<file path="config.mk">
export PLATFORM = sky130hd
export DESIGN_NAME = pip_front_flat
export DESIGN_NICKNAME = d
export VERILOG_FILES = /design/src/hdl/pip_pkg.sv /design/src/hdl/pip_if.sv /design/src/hdl/pip_front.sv /design/src/flat_wrapper.sv
export SDC_FILE = /design/constraint.sdc
export NUM_CORES = 1
export LEC_CHECK = 0
export BUFFER_PORTS_ARGS = -buffer_cell sky130_fd_sc_hd__clkbuf_2
export CAP_MARGIN = 20
export CORE_AREA = 4 4 179 181
export DETAILED_ROUTE_END_ITERATION = 12
export DIE_AREA = 0 0 183 185
export PLACE_DENSITY_LB_ADDON = 0.08
export SLEW_MARGIN = 20
export SYNTH_ARGS = -nofsm -noshare
export SYNTH_HDL_FRONTEND = slang
export SYNTH_SLANG_ARGS = --single-unit
</file>
<file path="constraint.sdc">
create_clock -name vclk -period 5.75
set_clock_uncertainty 0.1 [all_clocks]
set_input_delay 1.15 -clock vclk [all_inputs]
set_output_delay 1.15 -clock vclk [all_outputs]
set_load 0.01 [all_outputs]
</file>
<file path="src/hdl/pip_pkg.sv">
// Shared types, constants and helper functions for the point-in-polygon crossing core.
// No dependencies; pip_if, pip_front, pip_back and the top level use this package.
`timescale 1ns / 1ps

package pip_pkg;

    localparam int FIELD_W         = 32;
    localparam int COORD_W_DEF     = 32;
    localparam int QUEUE_DEPTH_DEF = 4;

    // Outcome of the sign tests for one crossing rule.
    typedef struct packed {
        logic need_mul;     // signs straddle both axes: the cross product decides
        logic fixed_cross;  // crossing result when no product is needed
        logic y1_nonneg;    // end vertex y is zero or positive
    } t_rule_cls;

    localparam int RCLS_W = $bits(t_rule_cls);

    function automatic t_rule_cls f_classify(input logic x0_neg, input logic y0_neg,
                                             input logic x1_neg, input logic y1_neg);
        t_rule_cls r;
        r.need_mul    = 1'b0;
        r.fixed_cross = 1'b0;
        r.y1_nonneg   = !y1_neg;
        if (y0_neg != y1_neg) begin
            if (x0_neg == x1_neg) begin
                r.fixed_cross = x0_neg;
            end else begin
                r.need_mul = 1'b1;
            end
        end
        return r;
    endfunction

    // Width of one queued job: eight translated coordinates, two rule outcomes,
    // the vertex hit and the last-edge mark.
    function automatic int f_job_w(input int cw);
        return 8 * (cw + 1) + 2 * RCLS_W + 2;
    endfunction

endpackage

</file>
<file path="src/hdl/pip_if.sv">
// Valid/ready channel interfaces for the edge input and the result output.
// Depends on pip_pkg for the field width.
`timescale 1ns / 1ps

interface pip_in_if;
    logic                                valid;
    logic                                ready;
    logic signed [pip_pkg::FIELD_W-1:0]  point_x;
    logic signed [pip_pkg::FIELD_W-1:0]  point_y;
    logic signed [pip_pkg::FIELD_W-1:0]  start_x;
    logic signed [pip_pkg::FIELD_W-1:0]  start_y;
    logic signed [pip_pkg::FIELD_W-1:0]  end_x;
    logic signed [pip_pkg::FIELD_W-1:0]  end_y;
    logic                                last_edge;

    modport source (output valid, point_x, point_y, start_x, start_y, end_x, end_y,
                    last_edge, input ready);
    modport sink   (input valid, point_x, point_y, start_x, start_y, end_x, end_y,
                    last_edge, output ready);
endinterface


</file>
<file path="src/hdl/pip_front.sv">
// Front end: takes an edge word, translates it to the query point for both rules,
// classifies each rule by sign tests and flags an exact vertex hit. Uses pip_pkg.
`timescale 1ns / 1ps

module pip_front #(
    parameter int COORD_WIDTH = pip_pkg::COORD_W_DEF
) (
    pip_in_if.sink                                    i_in,
    input  logic                                      i_full,
    output logic                                      o_push,
    output logic [pip_pkg::f_job_w(COORD_WIDTH)-1:0]  o_job
);
    import pip_pkg::*;

    localparam int DW = COORD_WIDTH + 1;

    typedef struct packed {
        logic signed [DW-1:0] cx0, cy0, cx1, cy1;
        logic signed [DW-1:0] hx0, hy0, hx1, hy1;
        t_rule_cls            cls_c;
        t_rule_cls            cls_h;
        logic                 vhit;
        logic                 last;
    } t_job;

    logic signed [COORD_WIDTH-1:0] px, py, sx, sy, ex, ey;
    logic signed [DW-1:0]          px_w, py_w, sx_w, sy_w, ex_w, ey_w;
    t_job                          job;

    // Only the low coordinate bits count; they are sign extended by one bit.
    assign px = i_in.point_x[COORD_WIDTH-1:0];
    assign py = i_in.point_y[COORD_WIDTH-1:0];
    assign sx = i_in.start_x[COORD_WIDTH-1:0];
    assign sy = i_in.start_y[COORD_WIDTH-1:0];
    assign ex = i_in.end_x[COORD_WIDTH-1:0];
    assign ey = i_in.end_y[COORD_WIDTH-1:0];

    assign px_w = DW'(px);
    assign py_w = DW'(py);
    assign sx_w = DW'(sx);
    assign sy_w = DW'(sy);
    assign ex_w = DW'(ex);
    assign ey_w = DW'(ey);

    // The half-open coordinate a - p - 1 equals a + ~p, so it needs no second add.
    always_comb begin
        job.cx0   = sx_w - px_w;
        job.cy0   = sy_w - py_w;
        job.cx1   = ex_w - px_w;
        job.cy1   = ey_w - py_w;
        job.hx0   = sx_w + ~px_w;
        job.hy0   = sy_w + ~py_w;
        job.hx1   = ex_w + ~px_w;
        job.hy1   = ey_w + ~py_w;
        job.cls_c = f_classify(job.cx0[DW-1], job.cy0[DW-1], job.cx1[DW-1], job.cy1[DW-1]);
        job.cls_h = f_classify(job.hx0[DW-1], job.hy0[DW-1], job.hx1[DW-1], job.hy1[DW-1]);
        job.vhit  = ((job.cx0 == '0) && (job.cy0 == '0)) ||
                    ((job.cx1 == '0) && (job.cy1 == '0));
        job.last  = i_in.last_edge;
    end

    assign i_in.ready = !i_full;
    assign o_push     = i_in.valid && !i_full;
    assign o_job      = job;

endmodule

</file>
<file path="src/flat_wrapper.sv">
// flat-port wrapper written by rule: the top's interface ports become plain ports
module pip_front_flat import pip_pkg::*;
#(
    parameter int COORD_WIDTH = pip_pkg::COORD_W_DEF
)
  (i_full, o_push, o_job, i_in_valid, i_in_point_x, i_in_point_y, i_in_start_x, i_in_start_y, i_in_end_x, i_in_end_y, i_in_last_edge, i_in_ready);
  pip_in_if i_in_i ();
  input  logic i_full;
  output logic o_push;
  output logic [pip_pkg::f_job_w(COORD_WIDTH)-1:0] o_job;
  input wire logic [$bits(i_in_i.valid)-1:0] i_in_valid;
  input wire logic [$bits(i_in_i.point_x)-1:0] i_in_point_x;
  input wire logic [$bits(i_in_i.point_y)-1:0] i_in_point_y;
  input wire logic [$bits(i_in_i.start_x)-1:0] i_in_start_x;
  input wire logic [$bits(i_in_i.start_y)-1:0] i_in_start_y;
  input wire logic [$bits(i_in_i.end_x)-1:0] i_in_end_x;
  input wire logic [$bits(i_in_i.end_y)-1:0] i_in_end_y;
  input wire logic [$bits(i_in_i.last_edge)-1:0] i_in_last_edge;
  output wire logic [$bits(i_in_i.ready)-1:0] i_in_ready;
  assign i_in_i.valid = i_in_valid;
  assign i_in_i.point_x = i_in_point_x;
  assign i_in_i.point_y = i_in_point_y;
  assign i_in_i.start_x = i_in_start_x;
  assign i_in_i.start_y = i_in_start_y;
  assign i_in_i.end_x = i_in_end_x;
  assign i_in_i.end_y = i_in_end_y;
  assign i_in_i.last_edge = i_in_last_edge;
  assign i_in_ready = i_in_i.ready;
  pip_front #(.COORD_WIDTH(COORD_WIDTH)) u_core (.i_in(i_in_i), .i_full(i_full), .o_push(o_push), .o_job(o_job));
endmodule
</file>
Word-level counts from Yosys, hierarchy flattened
Index checks and enable logic that the tools add are counted.
- logic and storage cells: 31
- bits of input ports: 195
- register bits after elaboration: 0
- output and inout bits: 274
- bitwise operators: 2
- equal/unequal tests: 4
- muxes and demuxes: 6
- $add $sub $neg: 8
- reduce and logical (&&, ||, !) cells: 11
- operator list (operator ; number):
    adder 32 x 33 -> 33 bit ; 4
    logical NOT 33 bit ; 4
    subtractor 32 x 32 -> 33 bit ; 4
    NOT 32 -> 33 bit ; 2
    two-way mux 1 bit ; 4
    two-way mux 2 bit ; 2
    logical AND 1 bit ; 3
    logical NOT 1 bit ; 3
    == test 1 bit ; 2
    inequality test 1 bit ; 2
    logical OR 1 bit ; 1

Depth between registers and ports, before layout
- depth after elaboration: 5
- mapped depth: 13
- mapped depth without buffers: 13

Least setup slack after synthesis
No wires, ideal clock.
- path kind: input port to output port
- from: in i_in_end_x[0]
- to: out o_job[1] (netlist name)
- path buffers: 0
- cell stages on the path: 13
- data arrival time: 4.381 ns
- required time: 4.500 ns
- slack: 0.119 ns
- path through: inv_1 > ha_1 > fa_1 > nand2b_1 > a21oi_1 > xor2_1 > or4_1 > or4_1 > or4_1 > nor4_1 > nand4_1 > nor4_1 > a41o_1
- cells in the longest elaborated chain, start to end: 4
- RTL lines (item ; line ; RTL):
    from (decl) ; flat_wrapper.sv:16 ; input wire logic [$bits(i_in_i.end_x)-1:0] i_in_end_x;
    subtractor 32 x 32 -> 33 bit ; pip_front.sv:49 ; job.cx1 = ex_w - px_w;
    net o_job, one bit ; flat_wrapper.sv:10 ; output logic [pip_pkg::f_job_w(COORD_WIDTH)-1:0] o_job;
    logical NOT 33 bit ; pip_front.sv:58 ; ((job.cx1 == '0) && (job.cy1 == '0));
    logical AND 1 bit ; pip_front.sv:58 ;
    logical OR 1 bit ; pip_front.sv:57 ; job.vhit = ((job.cx0 == '0) && (job.cy0 == '0)) ||
    to (decl) ; flat_wrapper.sv:10 ;
The timed path passes the listed nets, and every way through them passes these cells.

Worst setup path after layout
- from: in i_in_point_y[3]
- to: out o_job[1] (netlist name)
- cells in the longest elaborated chain, start to end: 4
- elaborated cells on any way between the ends: 7
- those cells by class: add/sub: 2; reduce/logical: 5
- RTL lines (item ; line ; RTL):
    from (decl) ; flat_wrapper.sv:13 ; input wire logic [$bits(i_in_i.point_y)-1:0] i_in_point_y;
    subtractor 32 x 32 -> 33 bit (on tied branches) ; pip_front.sv:48, pip_front.sv:50 ;
    logical NOT 33 bit (on tied branches) ; pip_front.sv:57, pip_front.sv:58 ;
    logical AND 1 bit (on tied branches) ; pip_front.sv:57, pip_front.sv:58 ;
    logical OR 1 bit (*) ; pip_front.sv:57 ;
Every way passes the cells marked *; elsewhere a longest branch is shown, timed or not.

==> key figures <==
Outcome
  – Run status: finished clean

Synthesis
  – Warnings, synthesis: 0
  – Top cell type by total area after synthesis: sky130_fd_sc_hd__ha_1
  – Number of different library cells in the post-synthesis netlist: 72
  – Top cell type's share of synthesized area: 15.7%
  – Synthesized area per cell: 6.35 sq um
  – Netlist Area Pre-Place: 0.0107 sq mm
  – Sequential element share of the synthesized area: 0%
  – Number of instances in the synthesized netlist: 1691
  – Cell types with the largest area share after synthesis: sky130_fd_sc_hd__ha_1, sky130_fd_sc_hd__xnor2_1, sky130_fd_sc_hd__a21oi_1
  – Post-synth net total: 2029

STA
  – Final hold violation count: 0
  – Worst slew pin tran: 0.783 ns
  – RSZ-0062 raised after global routing: true
  – Share of the clock period used by the worst path after layout: 99.4%
  – Post-layout minimum cycle time: 5.72 ns
  – Max-slew headroom: 47.2%
  – Top achievable clock speed: 0.175 GHz
  – Final Max Tran Viols: 0
  – Setup Viol. Count Final: 0

GRT
  – Initial antenna violation count: 0
  – Overall Global Routing Usage: 33.0%
  – Via count of the first global-routing pass: 15530
  – Largest net degree at the start of global routing: 10
  – GRT Residual Overflow: 0
  – Global-route wire length before repair: 88100 microns

Die
  – Area of the die: 0.0339 sq mm
  – Core region area: 0.0304 sq mm
  – Die Height: 185 microns
  – Io pins: 469
  – Overall die width: 183 microns
  – Number of rows created at floorplan: 64
  – Initial Util: 35.3%

Route
  – Routed wire length: 60500 microns
  – Number of vias per cell after detailed routing: 5.65
  – Number of violations reported at the end of detailed-routing iteration 0: 1202
  – Number of nets still failing antenna checks after routing: 0
  – Average wire per standard cell: 21.8 microns
  – DR pass1 iterations: 6
  – Residual DRC count: 0
  – Via total after detailed routing: 15684

Cells and area
  – Leading cell types in the layout, fill and taps excluded: sky130_fd_sc_hd__clkbuf_2, sky130_fd_sc_hd__buf_4, sky130_fd_sc_hd__a21oi_1, sky130_fd_sc_hd__nand2_1, sky130_fd_sc_hd__xnor2_1
  – Antenna fix cells: 0
  – Number of cells in the finished layout apart from fillers: 2778
  – Relative area change from synthesis to final layout: 48.8%
  – Commonest non-fill, non-tap cell in the layout: sky130_fd_sc_hd__clkbuf_2
  – Final core utilization: 52.5%
  – Area taken by multi-input logic gates: 0.0102 sq mm
  – Sequential cell area: 0 sq um
  – Number of clock-tree buffers in the layout: 0
  – Proportion of layout cells with a drive suffix above 1: 37.2%
  – Filler instances: 3208
  – Number of flip-flops and latches: 0
  – Nets: 2722

Flow run
  – Number of max-capacitance violations reported: 0

Worst hold path
  – Path type of the worst min-delay path: input port to primary output

Power and ir drop
  – Power share of the combinational group: 100.0%
  – Internal cell power: 1150 uW
  – Relative contribution of the clock network to total power: 0%
  – Switch Pwr: 1690 uW
  – Peak VDD IR: 0.0819 mV
  – Sw Ratio: 59.4%
  – Sequential Power Share: 0%
  – P per Cell Area: 178 mW/mm^2
  – Leakage power total: 0.00794 uW

Setup path
  – Worst-path maximum fanout: 3
  – Arrival time of data at the critical path endpoint: 4.47 ns
  – Worst EP required: 4.50 ns
  – Kind of end point of the critical path: primary output
  – Critical path class: input port to primary output
  – Nature of the critical path startpoint: input port

Placement
  – Final weighted congestion in routability-driven placement: 0.994
  – DPL Wire Length: 54400 microns
  – Port-buffer cells: 467
  – Dpl cells: 2772

Clock network
  – CTS Hold Bufs: 0
## path summary, 6_finish.rpt
| check | from | end | cells past startpoint |
|---|---|---|---|
| max | i_in_point_y[3] | o_job[1] | 15 |
| min | i_in_last_edge | o_job[0] | 0 |
## cell type report
type | instances | area share [%]
inverters | 114 | 2.68
repair buffers | 806 | 30.5
multi-input cells | 1462 | 63.7
well taps | 396 | 3.10
## stage by stage
step / area (sq um) / hold slack (ns) / setup WS, ns / power, uW / setup TNS, ns
final: 16000 / 2.20 / 0.0323 / 2840 / 0
after global routing: 16000 / 2.20 / -0.109 / 3020 / -0.109
after CTS: 15600 / 2.20 / -0.0809 / 2750 / -0.0809
after detailed placement: 15500 / 2.20 / -0.310 / 2720 / -0.310
after global placement: 15500 / 2.20 / -0.326 / 2730 / -0.326
after floorplan: 10700 / 2.24 / 0.119 / 1380 / 0
## power by group through the flow
stage / logic [uW] / clock network, uW / registers, uW
2_1_floorplan: 1380 / 0 / 0
3_3_place_gp: 2730 / 0 / 0
3_5_place_dp: 2720 / 0 / 0
4_1_cts: 2750 / 0 / 0
5_1_grt: 3020 / 0 / 0
6_report: 2840 / 0 / 0
## cells by family after synthesis
family / after synthesis / synth area share [%]
and+or+nand+nor: 514 / 23.0
xor gates and xnor gates: 230 / 18.8
buffers and inverters: 229 / 8.87
adders and majority gates: 143 / 17.2
AOI/OAI and AO/OA: 575 / 32.1
## synth_stat cells (25+ instances only)
master / count
sky130_fd_sc_hd__o21ai_0: 122
sky130_fd_sc_hd__clkbuf_1: 70
sky130_fd_sc_hd__a21o_1: 35
sky130_fd_sc_hd__nand4_1: 68
sky130_fd_sc_hd__o21ai_1: 29
sky130_fd_sc_hd__buf_2: 35
sky130_fd_sc_hd__ha_1: 135
sky130_fd_sc_hd__nand2_1: 161
sky130_fd_sc_hd__xor2_1: 87
sky130_fd_sc_hd__nor3_1: 25
sky130_fd_sc_hd__nor2_1: 138
sky130_fd_sc_hd__xnor2_1: 143
sky130_fd_sc_hd__a21oi_1: 229
sky130_fd_sc_hd__inv_1: 114
## layer usage
metal	track usage (%)	up-vias	part of all wire (%)
met4	8.88	0	3.7
li1	-	7424	-
met5	0	-	0
met2	58.1	766	47
met3	3.14	118	6.7
met1	43.1	7376	42
## worst max-delay path, cell delays in order
cell and delay, ns:
sky130_fd_sc_hd__clkbuf_2 0.08, sky130_fd_sc_hd__inv_1 0.04, sky130_fd_sc_hd__ha_1 0.29, sky130_fd_sc_hd__o211ai_1 0.37, sky130_fd_sc_hd__a21oi_4 0.06, sky130_fd_sc_hd__or3_1 0.34, sky130_fd_sc_hd__a2111o_1 0.48, sky130_fd_sc_hd__a2111oi_4 0.29
sky130_fd_sc_hd__nor4bb_4 0.36, sky130_fd_sc_hd__and4bb_1 0.25, sky130_fd_sc_hd__nand4_1 0.14, sky130_fd_sc_hd__nor4_2 0.25, sky130_fd_sc_hd__buf_4 0.16, sky130_fd_sc_hd__a41o_1 0.08, sky130_fd_sc_hd__buf_2 0.13
## repair_timing
item	4_1_cts	5_1_grt
endpoints found under the setup margin	1	3
gates resized for setup	19	62
endpoints found under the hold margin	0	0
buffers inserted	2	4
pin swaps	6	24
Power figures use the tool's default switching activity.
