### config.mk
export PLATFORM = sky130hd
export DESIGN_NAME = pip_fifo
export DESIGN_NICKNAME = d
export VERILOG_FILES = /design/src/hdl/pip_fifo.sv
export SDC_FILE = /design/constraint.sdc
export NUM_CORES = 1
export LEC_CHECK = 0
export BUFFER_PORTS_ARGS = -buffer_cell sky130_fd_sc_hd__buf_2
export CAP_MARGIN = 30
export CORE_ASPECT_RATIO = 0.5
export CORE_UTILIZATION = 30
export DETAILED_ROUTE_END_ITERATION = 10
export GPL_ROUTABILITY_DRIVEN = 0
export GPL_TIMING_DRIVEN = 0
export HOLD_SLACK_MARGIN = 0.1
export PLACE_DENSITY = 0.5
export RECOVER_POWER = 100
export SLEW_MARGIN = 15
export SYNTH_ARGS = -nofsm -noshare
export SYNTH_HDL_FRONTEND = slang
export SYNTH_SLANG_ARGS = --single-unit
### constraint.sdc
create_clock -name i_clk -period 2.2 [get_ports i_clk]
set_input_delay 0.11 -clock i_clk [delete_from_list [all_inputs] [get_ports i_clk]]
set_output_delay 0.11 -clock i_clk [all_outputs]
set_load 0.05 [all_outputs]
### src/hdl/pip_fifo.sv
// Short job queue between the classifying front end and the arithmetic back end.
// Depends on nothing but its parameters.
`timescale 1ns / 1ps

module pip_fifo #(
    parameter int DEPTH  = 4,
    parameter int DATA_W = 8
) (
    input  logic              i_clk,
    input  logic              i_rst_n,
    input  logic              i_push,
    input  logic [DATA_W-1:0] i_data,
    output logic              o_full,
    input  logic              i_pop,
    output logic [DATA_W-1:0] o_data,
    output logic              o_empty
);
    localparam int AW    = (DEPTH > 1) ? $clog2(DEPTH) : 1;
    localparam int CNT_W = $clog2(DEPTH + 1);

    logic [DATA_W-1:0] r_mem [DEPTH];
    logic [AW-1:0]     r_wr, n_wr;
    logic [AW-1:0]     r_rd, n_rd;
    logic [CNT_W-1:0]  r_count;
    logic              do_push, do_pop;

    assign o_full  = (r_count == CNT_W'(DEPTH));
    assign o_empty = (r_count == '0);
    assign do_push = i_push && !o_full;
    assign do_pop  = i_pop && !o_empty;
    assign o_data  = r_mem[r_rd];

    assign n_wr = (r_wr == AW'(DEPTH - 1)) ? '0 : r_wr + 1'b1;
    assign n_rd = (r_rd == AW'(DEPTH - 1)) ? '0 : r_rd + 1'b1;

    always_ff @(posedge i_clk) begin
        if (do_push) begin
            r_mem[r_wr] <= i_data;
        end
    end

    always_ff @(posedge i_clk) begin
        if (!i_rst_n) begin
            r_wr    <= '0;
            r_rd    <= '0;
            r_count <= '0;
        end else begin
            if (do_push) begin
                r_wr <= n_wr;
            end
            if (do_pop) begin
                r_rd <= n_rd;
            end
            case ({do_push, do_pop})
                2'b10:   r_count <= r_count + 1'b1;
                2'b01:   r_count <= r_count - 1'b1;
                default: r_count <= r_count;
            endcase
        end
    end

    a_count_bound: assert property (@(posedge i_clk) disable iff (!i_rst_n)
        r_count <= CNT_W'(DEPTH))
        else $error("queue fill count beyond depth");

    a_pop_drains: assert property (@(posedge i_clk) disable iff (!i_rst_n)
        (do_pop && !do_push) |=> (r_count == $past(r_count) - 1'b1))
        else $error("queue count did not fall on a lone pop");

endmodule

* Word level (Yosys, flattened, before mapping)
Memories as Yosys holds them, arrays and structs flattened. A register that Yosys moved wholly into a read port is not among the register bits.
Cells that the tools add are included.
** Storage, ports and cells
- Register bits :: 7
- Memory bits (writable) :: 32
- Input bits :: 12
- Output and inout port bits :: 10
- Word-level logic and storage cells :: 26
- Memories :: 1
** Memories
- r_mem :: depth 4, bits a word 8, read ports 1, clocked after memory_dff 1, wr ports 1, RTL line 21 : logic [DATA_W-1:0] r_mem [DEPTH];
** Operators by class
- Add/sub/neg operators :: 4
- Eq/ne operators :: 5
- Multiplexer cells :: 7
- Reductions and logical operators :: 6
** Operators with widths (count)
- 2-bit 2-to-1 mux :: 4
- 2-bit equality test, second input constant :: 3
- 3-bit one-hot mux with 2 select lines :: 1
- 2-bit by 1-bit adder with 2-bit output, second input constant :: 2
- 3-bit by 1-bit adder with 3-bit output, second input constant :: 1
- 3-bit equality test, second input constant :: 1
- 3-bit logical NOT :: 1
- 3-bit by 1-bit subtractor with 3-bit output, second input constant :: 1
- 2-bit by 1-bit equality test with 1-bit output, second input constant :: 1
- 1-bit logical AND :: 2
- 1-bit logical NOT :: 2
- 1-bit 2-to-1 mux :: 2
- 2-bit nonzero test :: 1

* Depth between registers and ports, before layout
Gate-level depths: netlist (run 1).
- Depth in word-level cells :: 5
- Depth in mapped cells :: 10
- Depth with buffers taken out :: 9

* Least setup slack after synthesis (run 1)
Ideal clock, no wire load.
- Path kind :: register to register
- From :: register r_count[2]
- To :: register r_count[2]
- Setup time :: 0.076 ns
- Data arrival time :: 2.521 ns
- Data required time :: 2.124 ns
- Setup slack :: -0.396 ns
- Cell stages (with the launch flop) :: 11
- Path buffers :: 1
- Clock period less this slack :: 2.596 ns
- Cells stage by stage :: dfxtp_1 nor3b_2 nor2b_1 buf_2 inv_1 ha_1 inv_1 fa_1 xor2_1 or3_1 a21boi_0
** Between the ends
- Longest elaborated chain between the ends :: 5
- Elaborated cells between the ends (all ways) :: 12
- Those cells by class :: add/sub (2); eq/ne (3); mux (1); reduce/logical (6)
** Ends and longest elaborated chain
- start: declaration :: RTL line 24 : logic [CNT_W-1:0] r_count;
- start signal: assignment :: RTL line 55 : 2'b10: r_count <= r_count + 1'b1;
- start signal: assignment :: RTL line 56 : 2'b01: r_count <= r_count - 1'b1;
- start signal: assignment :: RTL line 57 : default: r_count <= r_count;
- 3-bit equality test (*) :: RTL line 27 : assign o_full = (r_count == CNT_W'(DEPTH));
- via o_full :: RTL line 13 : output logic o_full,
- 1-bit logical NOT (*) :: RTL line 29 : assign do_push = i_push && !o_full;
- 1-bit logical AND (*) :: RTL line 29
- 2-bit by 1-bit equality test with 1-bit output or 2-bit equality test (tied branches) :: RTL line 54 : case ({do_push, do_pop})
- 3-bit one-hot mux with 2 select lines or 2-bit nonzero test (tied branches)
Mark *: on every way through the listed nets, which the timed path passes. The rest lies on a longest branch.
A chain may end at the register's enable or synchronous reset.

* Final worst setup path (run 1)
- From :: register r_count[1]
- To :: register r_count[2]
** Between the ends
- Longest elaborated chain between the ends :: 5
- Elaborated cells between the ends (all ways) :: 12
- Those cells by class :: add/sub (2); eq/ne (3); mux (1); reduce/logical (6)
** Ends and longest elaborated chain (RTL line)
- 3-bit equality test or 3-bit logical NOT (tied branches) :: 27, 28
- 1-bit logical NOT, on equally long branches :: 29, 30
- 1-bit logical AND, on equally long branches :: 29, 30
- 2-bit by 1-bit equality test with 1-bit output or 2-bit equality test (tied branches) :: 54
- 3-bit one-hot mux with 2 select lines or 2-bit nonzero test (tied branches)
Several ways; a longest one is shown, not always the timed one.

==> results.txt, run 1 <==
status = finished clean
vias in the first global route = 826
clk_lat worst skew = 0.28 ns
Synth Area in Adders = 5.78%
Slew HR = 57.4%
Crit Path Class = flop to flop
drt total wl = 2.54 mm
Worst-path clk slew = 0.07 ns
Slew @ Worst Pin = 0.639 ns
drt first pass iters = 4
post-synthesis xor/xnor area fraction = 1.07%
Worst Skew = 0.00538 ns
per-cell routed wire length = 12.5 um
worst vdd ir = 0.546 mV
CP max stage delay = 0.38 ns
fraction of the mapped netlist area in compound gates = 2.13%
R2R setup slack = 0.19 ns
post-synthesis instance total = 98
syn_area_per_cell = 16.8 um^2
Hold Path Depth = 3
min-delay src = i_rst_n
Worst Hold Margin = 0.146 ns
Slew Viols, Final = 0
area added between synthesis and finish = 22.4%
Yosys reg bits = 41
# fillers = 508
DP Wirelength = 1.69 mm
startpoint types = flop
R2R cell count = 10
Yosys warning count = 0
GRT overflow = 0
final worst path period need = 2.01 ns
Top Ports = 22
CP cell instances = nor3b_4 -> nor2b_1 -> buf_4 -> inv_2 -> ha_4 -> inv_2 -> fa_2 -> xor2_1 -> or3_1 -> a21boi_1
row count = 18
CP endpoint kind = flop
post-synthesis sequential area ratio = 69.4%
Total Power = 0.00227 W
antenna violations before repair = 0
fmax = 0.498 GHz
HP Class = input pin to flop
RR Startpoint = r_count[1]
CTS tree = built
CP most frequent cell = inv_2
R2R Path End = r_count[2]
number of buffers created by CTS = 5
Min-Delay Endpoint = r_rd[1]
Fin. Hold Viols = 0
period utilization = 91.2%
P_leak = 0.674 nW
final net count = 153
die height = 54.3 um
Critical Path Slowest Stage Cell = dfxtp_1
Via Count = 850
Distinct cells, synth = 22
Initial Util = 32.3%
Total GRT Usage = 9.95%
largest family of logic cells by synthesized area = multiplexers
Synth area leader = edfxtp_1
final design utilization = 39.5%
delay-heaviest family, CP = simple AND/OR/NAND/NOR gates
Post-Synth Simple-Gate Area = 6.77%
Setup violations, final = 0
mux contribution to synthesized area = 12.2%
CP Max Fanout = 7
final antenna diode count = 0
htree depth = 2
Placed Area = 1870 um^2
Setup Buffers After CTS = 0
DIE AREA = 5800 um^2
core area = 5090 um^2
Clock Tree Buf Depth = 2
largest net degree at the start of global routing = 13
Sink Count = 41
initial drt markers = 29
post-route ant nets = 0
share of cells above drive strength 1 = 22.4%
first-pass GRT wire length = 4.03 mm
Remaining DRCs = 0
pwr dens = 1130 nW/um^2
RSZ-0062 raised after global routing = no
synthesized area = 1640 um^2
CP required = 2.41 ns
Vias/cell = 4.17
CP Data Arrival Time = 2.22 ns
IO Port Bufs = 21
share of the synthesized area in the top cell type = 58.4%
Synthesized Nets = 117
top cells by area, synth = edfxtp_1, dfxtp_1, mux4_2
max cap viols = 0
die width = 107 um
final instance area = 2010 um^2
worst path bufs/invs = 3
Root Driver = clkbuf_8
## worst max path at each step
| stage | startpoint | to | slack, ns | cells past startpoint |
|---|---|---|---|---|
| floorplan | r_count[0] | r_count[2] | -0.11 | 10 |
| global placement | r_count[1] | r_count[2] | 0.13 | 8 |
| detailed placement | r_count[1] | r_count[1] | 0.07 | 7 |
| CTS | r_count[1] | r_count[2] | 0.06 | 8 |
| global route | r_count[2] | r_count[2] | 0.04 | 10 |
| finish | r_count[1] | r_count[2] | 0.19 | 10 |
## worst register-to-register path, cell delays in order (launching register included)
cell      delay (ns)
dfxtp_1         0.38
nor3b_4         0.19
nor2b_1         0.06
buf_4           0.16
inv_2           0.06
ha_4            0.13
inv_2           0.04
fa_2            0.34
xor2_1          0.15
or3_1           0.31
a21boi_1        0.12
## sequential cells by signal, summed over array words and instances, names as in the netlist, named ones only
signal and flops:
r_count 3, r_mem 32, r_rd 2, r_wr 2
## final cells by class
| type | count | area, um^2 | share of cell area, % |
|---|---|---|---|
| sequential | 41 | 1150 | 57.0 |
| multi-input combinational | 46 | 485 | 24.1 |
| timing repair buffer | 29 | 166 | 8.27 |
| tap | 70 | 87.6 | 4.35 |
| clock buffer | 5 | 68.8 | 3.42 |
| inverter | 7 | 26.3 | 1.31 |
| buffer | 4 | 20.0 | 0.995 |
| clock inverter | 2 | 11.3 | 0.560 |
## repair_timing
item,4_1_cts,5_1_grt
endpoints found under the hold margin,32,0
hold buffers,8,0
resized for setup,0,1
setup endpoints to repair,0,2
## per-layer routing
layer / track usage (%) / vias up / part of all wire [%]
met1: 12.6 / 401 / 49
met3: 3.21 / 0 / 4.4
met5: 0 / - / 0
li1: - / 428 / -
met4: 4.79 / 0 / 0
met2: 15.9 / 21 / 47
## through the flow
step	setup slack, ns	TNS, ns	std cells
after CTS	0.0640	0	204
final	0.193	0	204
after global placement	0.133	0	189
after detailed placement	0.0727	0	189
after floorplan	-0.107	-0.107	98
after global routing	0.0432	0	204
## synth_stat cells (all sizes together)
master / n
nor3b: 1
dfxtp: 9
xor2: 1
nor3: 1
mux2i: 2
o21ai: 4
nor2: 2
fa: 1
or3: 1
clkbuf: 2
mux4: 8
nand2: 7
and2: 6
o31ai: 1
edfxtp: 32
nand3: 2
nor2b: 1
xnor2: 1
a21boi: 1
buf: 2
inv: 7
ha: 6
## layout by cell type, fill, tap and decap left out, drive strengths merged, types with 5 or more instances in the layout
master | Yosys | routed
and2 | 6 | 6
buf | 2 | 5
clkbuf | 2 | 25
dfxtp | 9 | 9
dlygate4sd3 | 0 | 8
edfxtp | 32 | 32
ha | 6 | 6
inv | 7 | 7
mux4 | 8 | 8
nand2 | 7 | 7
## cells by family (layout without fill, tap and decap cells)
group,after synthesis,count (layout)
buf+inv,11,47
compound gates,6,6
simple gates,21,21
fa+ha+maj,7,7
xor+xnor,2,2
mux,10,10
flops,41,41
## where the power goes
part	switching, W	internal [W]	leakage, nW
sequential	0.0000609	0.000953	0.368
clock	0.000242	0.000213	0.0377
combinational	0.000530	0.000271	0.268
No activity file was read; power rests on OpenSTA's default activity.
==> run 2: changes to the inputs <==
--- a/config.mk
+++ b/config.mk
@@ -5,15 +5,17 @@
 export SDC_FILE = /design/constraint.sdc
 export NUM_CORES = 1
 export LEC_CHECK = 0
-export BUFFER_PORTS_ARGS = -buffer_cell sky130_fd_sc_hd__buf_2
 export CAP_MARGIN = 30
 export CORE_ASPECT_RATIO = 0.5
+export CORE_MARGIN = 2
 export CORE_UTILIZATION = 30
 export DETAILED_ROUTE_END_ITERATION = 10
+export DONT_BUFFER_PORTS = 1
 export GPL_ROUTABILITY_DRIVEN = 0
 export GPL_TIMING_DRIVEN = 0
 export HOLD_SLACK_MARGIN = 0.1
-export PLACE_DENSITY = 0.5
+export MAX_ROUTING_LAYER = met4
+export PLACE_DENSITY = 0.47
 export RECOVER_POWER = 100
 export SLEW_MARGIN = 15
 export SYNTH_ARGS = -nofsm -noshare
==> results.txt, run 2 (synthesis results as in run 1) <==
R2R cell count = 9
DIE AREA = 6120 um^2
Placed Area = 1770 um^2
htree depth = 2
area added between synthesis and finish = 21.7%
row count = 18
Clock Tree Buf Depth = 2
Slew HR = 44.6%
RSZ-0062 raised after global routing = yes
Switch Pwr = 0.000831 W
largest net degree at the start of global routing = 13
commonest non-fill, non-tap cell in the layout = edfxtp_1
period utilization = 105%
Top Ports = 22
Critical Path Slowest Stage Cell = nor3b_4
Worst Skew = 0.00417 ns
CP max stage delay = 0.54 ns
Clk pwr share = 24.1%
CP required = 2.41 ns
vias in the first global route = 873
number of buffers created by CTS = 5
final antenna diode count = 0
per-cell routed wire length = 14.4 um
die height = 56.3 um
Reg power frac = 42.5%
Top reg by flops = r_mem
CP most frequent cell = inv_2
Finished Layout Cells = 189
status = complete, but fails checks
Root Driver = clkbuf_8
core area = 5090 um^2
P_leak = 0.682 nW
first-pass GRT wire length = 4.38 mm
max cap viols = 0
Slew @ Worst Pin = 0.826 ns
Hold Path Depth = 2
final net count = 137
fmax = 0.434 GHz
CP cell instances = nor3b_4 -> nor2b_2 -> inv_2 -> ha_4 -> inv_2 -> fa_2 -> xor2_1 -> or3_1 -> a21boi_1
number of flip-flops in the largest register = 32
post-route ant nets = 0
Initial Util = 32.3%
CP endpoint kind = flop
Fin. Hold Viols = 0
most frequent cells in the layout = edfxtp_1, dlygate4sd3_1, mux4_2, nand2_1
worst vdd ir = 0.505 mV
violated checks = negative setup slack
initial drt markers = 38
post-placement cell count = 168
Total GRT Usage = 10.4%
CP Max Fanout = 2
final worst path period need = 2.30 ns
Via Count = 825
Remaining DRCs = 0
final instance area = 2000 um^2
Setup violations, final = 1
Worst-path clk slew = 0.07 ns
startpoint types = flop
CTS tree = built
IO Port Bufs = 0
clk_lat worst skew = 0.29 ns
largest registers = r_mem (32), r_count (3)
Crit Path Class = flop to flop
internal power consumption = 0.00155 W
GRT overflow = 0
drt first pass iters = 4
Vias/cell = 4.37
Worst Slack Setup Final = -0.102 ns
switching portion of total power = 34.8%
drt total wl = 2.72 mm
DP Wirelength = 1.74 mm
die width = 109 um
antenna violations before repair = 0
share of cells above drive strength 1 = 25.2%
pwr dens = 1190 nW/um^2
HP Class = input pin to flop
Sink Count = 41
Gate power share = 33.3%
Slew Viols, Final = 0
CP Data Arrival Time = 2.52 ns
-- run 2: changes by cell type in the layout (fill, tap and decap cells not counted), moves of 2 or more --
cell / delta
clkbuf_2: -3
buf_4: +4
dfxtp_4: +2
clkbuf_1: -14
and2_0: -4
and2_1: +4
buf_2: -3
-- run 2: repair_timing --
item	CTS	global route
resized for setup	4	1
hold endpoints to repair	34	0
endpoints found under the setup margin	2	2
hold buffers	9	0
setup buffers	3	2
pin swaps	1	1
-- run 2: final timing paths --
| check | startpoint | end | slack, ns |
|---|---|---|---|
| worst max-delay path | r_count[1] | r_count[2] | -0.10 |
| worst min-delay path | i_pop | r_rd[1] | 0.18 |
| worst max register to register | r_count[1] | r_count[2] | -0.10 |
| worst min register to register | r_wr[1] | r_wr[1] | 0.50 |
-- run 2: layout make-up --
cell class	instances	area (um^2)
clock inverter	2	33.8
buffer	3	12.5
fill	500	3090
timing repair buffer	14	128
sequential	41	1150
inverter	7	26.3
multi-input combinational	46	488
tap	70	87.6
clock buffer	6	72.6
-- run 2: routing by layer --
metal	track usage, %	vias to the layer above	share of wire [%]
met3	3.83	4	4.5
li1	-	401	-
met2	15.0	18	45
met1	12.9	402	49
met4	4.95	0	0.99
met5	-	-	0
-- run 2: power groups by stage --
stage / clock network [W] / logic, W / registers, W
CTS: 0.000594 / 0.000793 / 0.00102
global placement: 0 / 0.000742 / 0.00103
floorplan: 0 / 0.000665 / 0.00101
finish: 0.000576 / 0.000794 / 0.00101
detailed placement: 0 / 0.000752 / 0.00103
global route: 0.000634 / 0.000852 / 0.00103
-- run 2: worst max-delay path: cells and delay by family (launching register included) --
kind,cells,cell delay (ns)
flip-flops,1,0.36
AO/OA/AOI/OAI,1,0.14
XOR/XNOR,1,0.15
AND/OR/NAND/NOR,3,0.97
buffers and inverters,2,0.13
adder cells (fa/ha/maj),2,0.48
-- run 2: per-stage QoR --
| step | setup WS [ns] | TNS (ns) | hold slack [ns] | power [W] | util (%) |
|---|---|---|---|---|---|
| after floorplan | -0.107 | -0.107 | 0.209 | 0.00168 | - |
| after global placement | -0.189 | -0.218 | 0.209 | 0.00177 | 34.6 |
| after detailed placement | -0.241 | -0.316 | 0.209 | 0.00178 | 34.7 |
| after CTS | -0.192 | -0.219 | 0.163 | 0.00240 | 39.1 |
| after global routing | -0.202 | -0.336 | 0.212 | 0.00251 | 39.3 |
| final | -0.102 | -0.102 | 0.179 | 0.00238 | 39.3 |
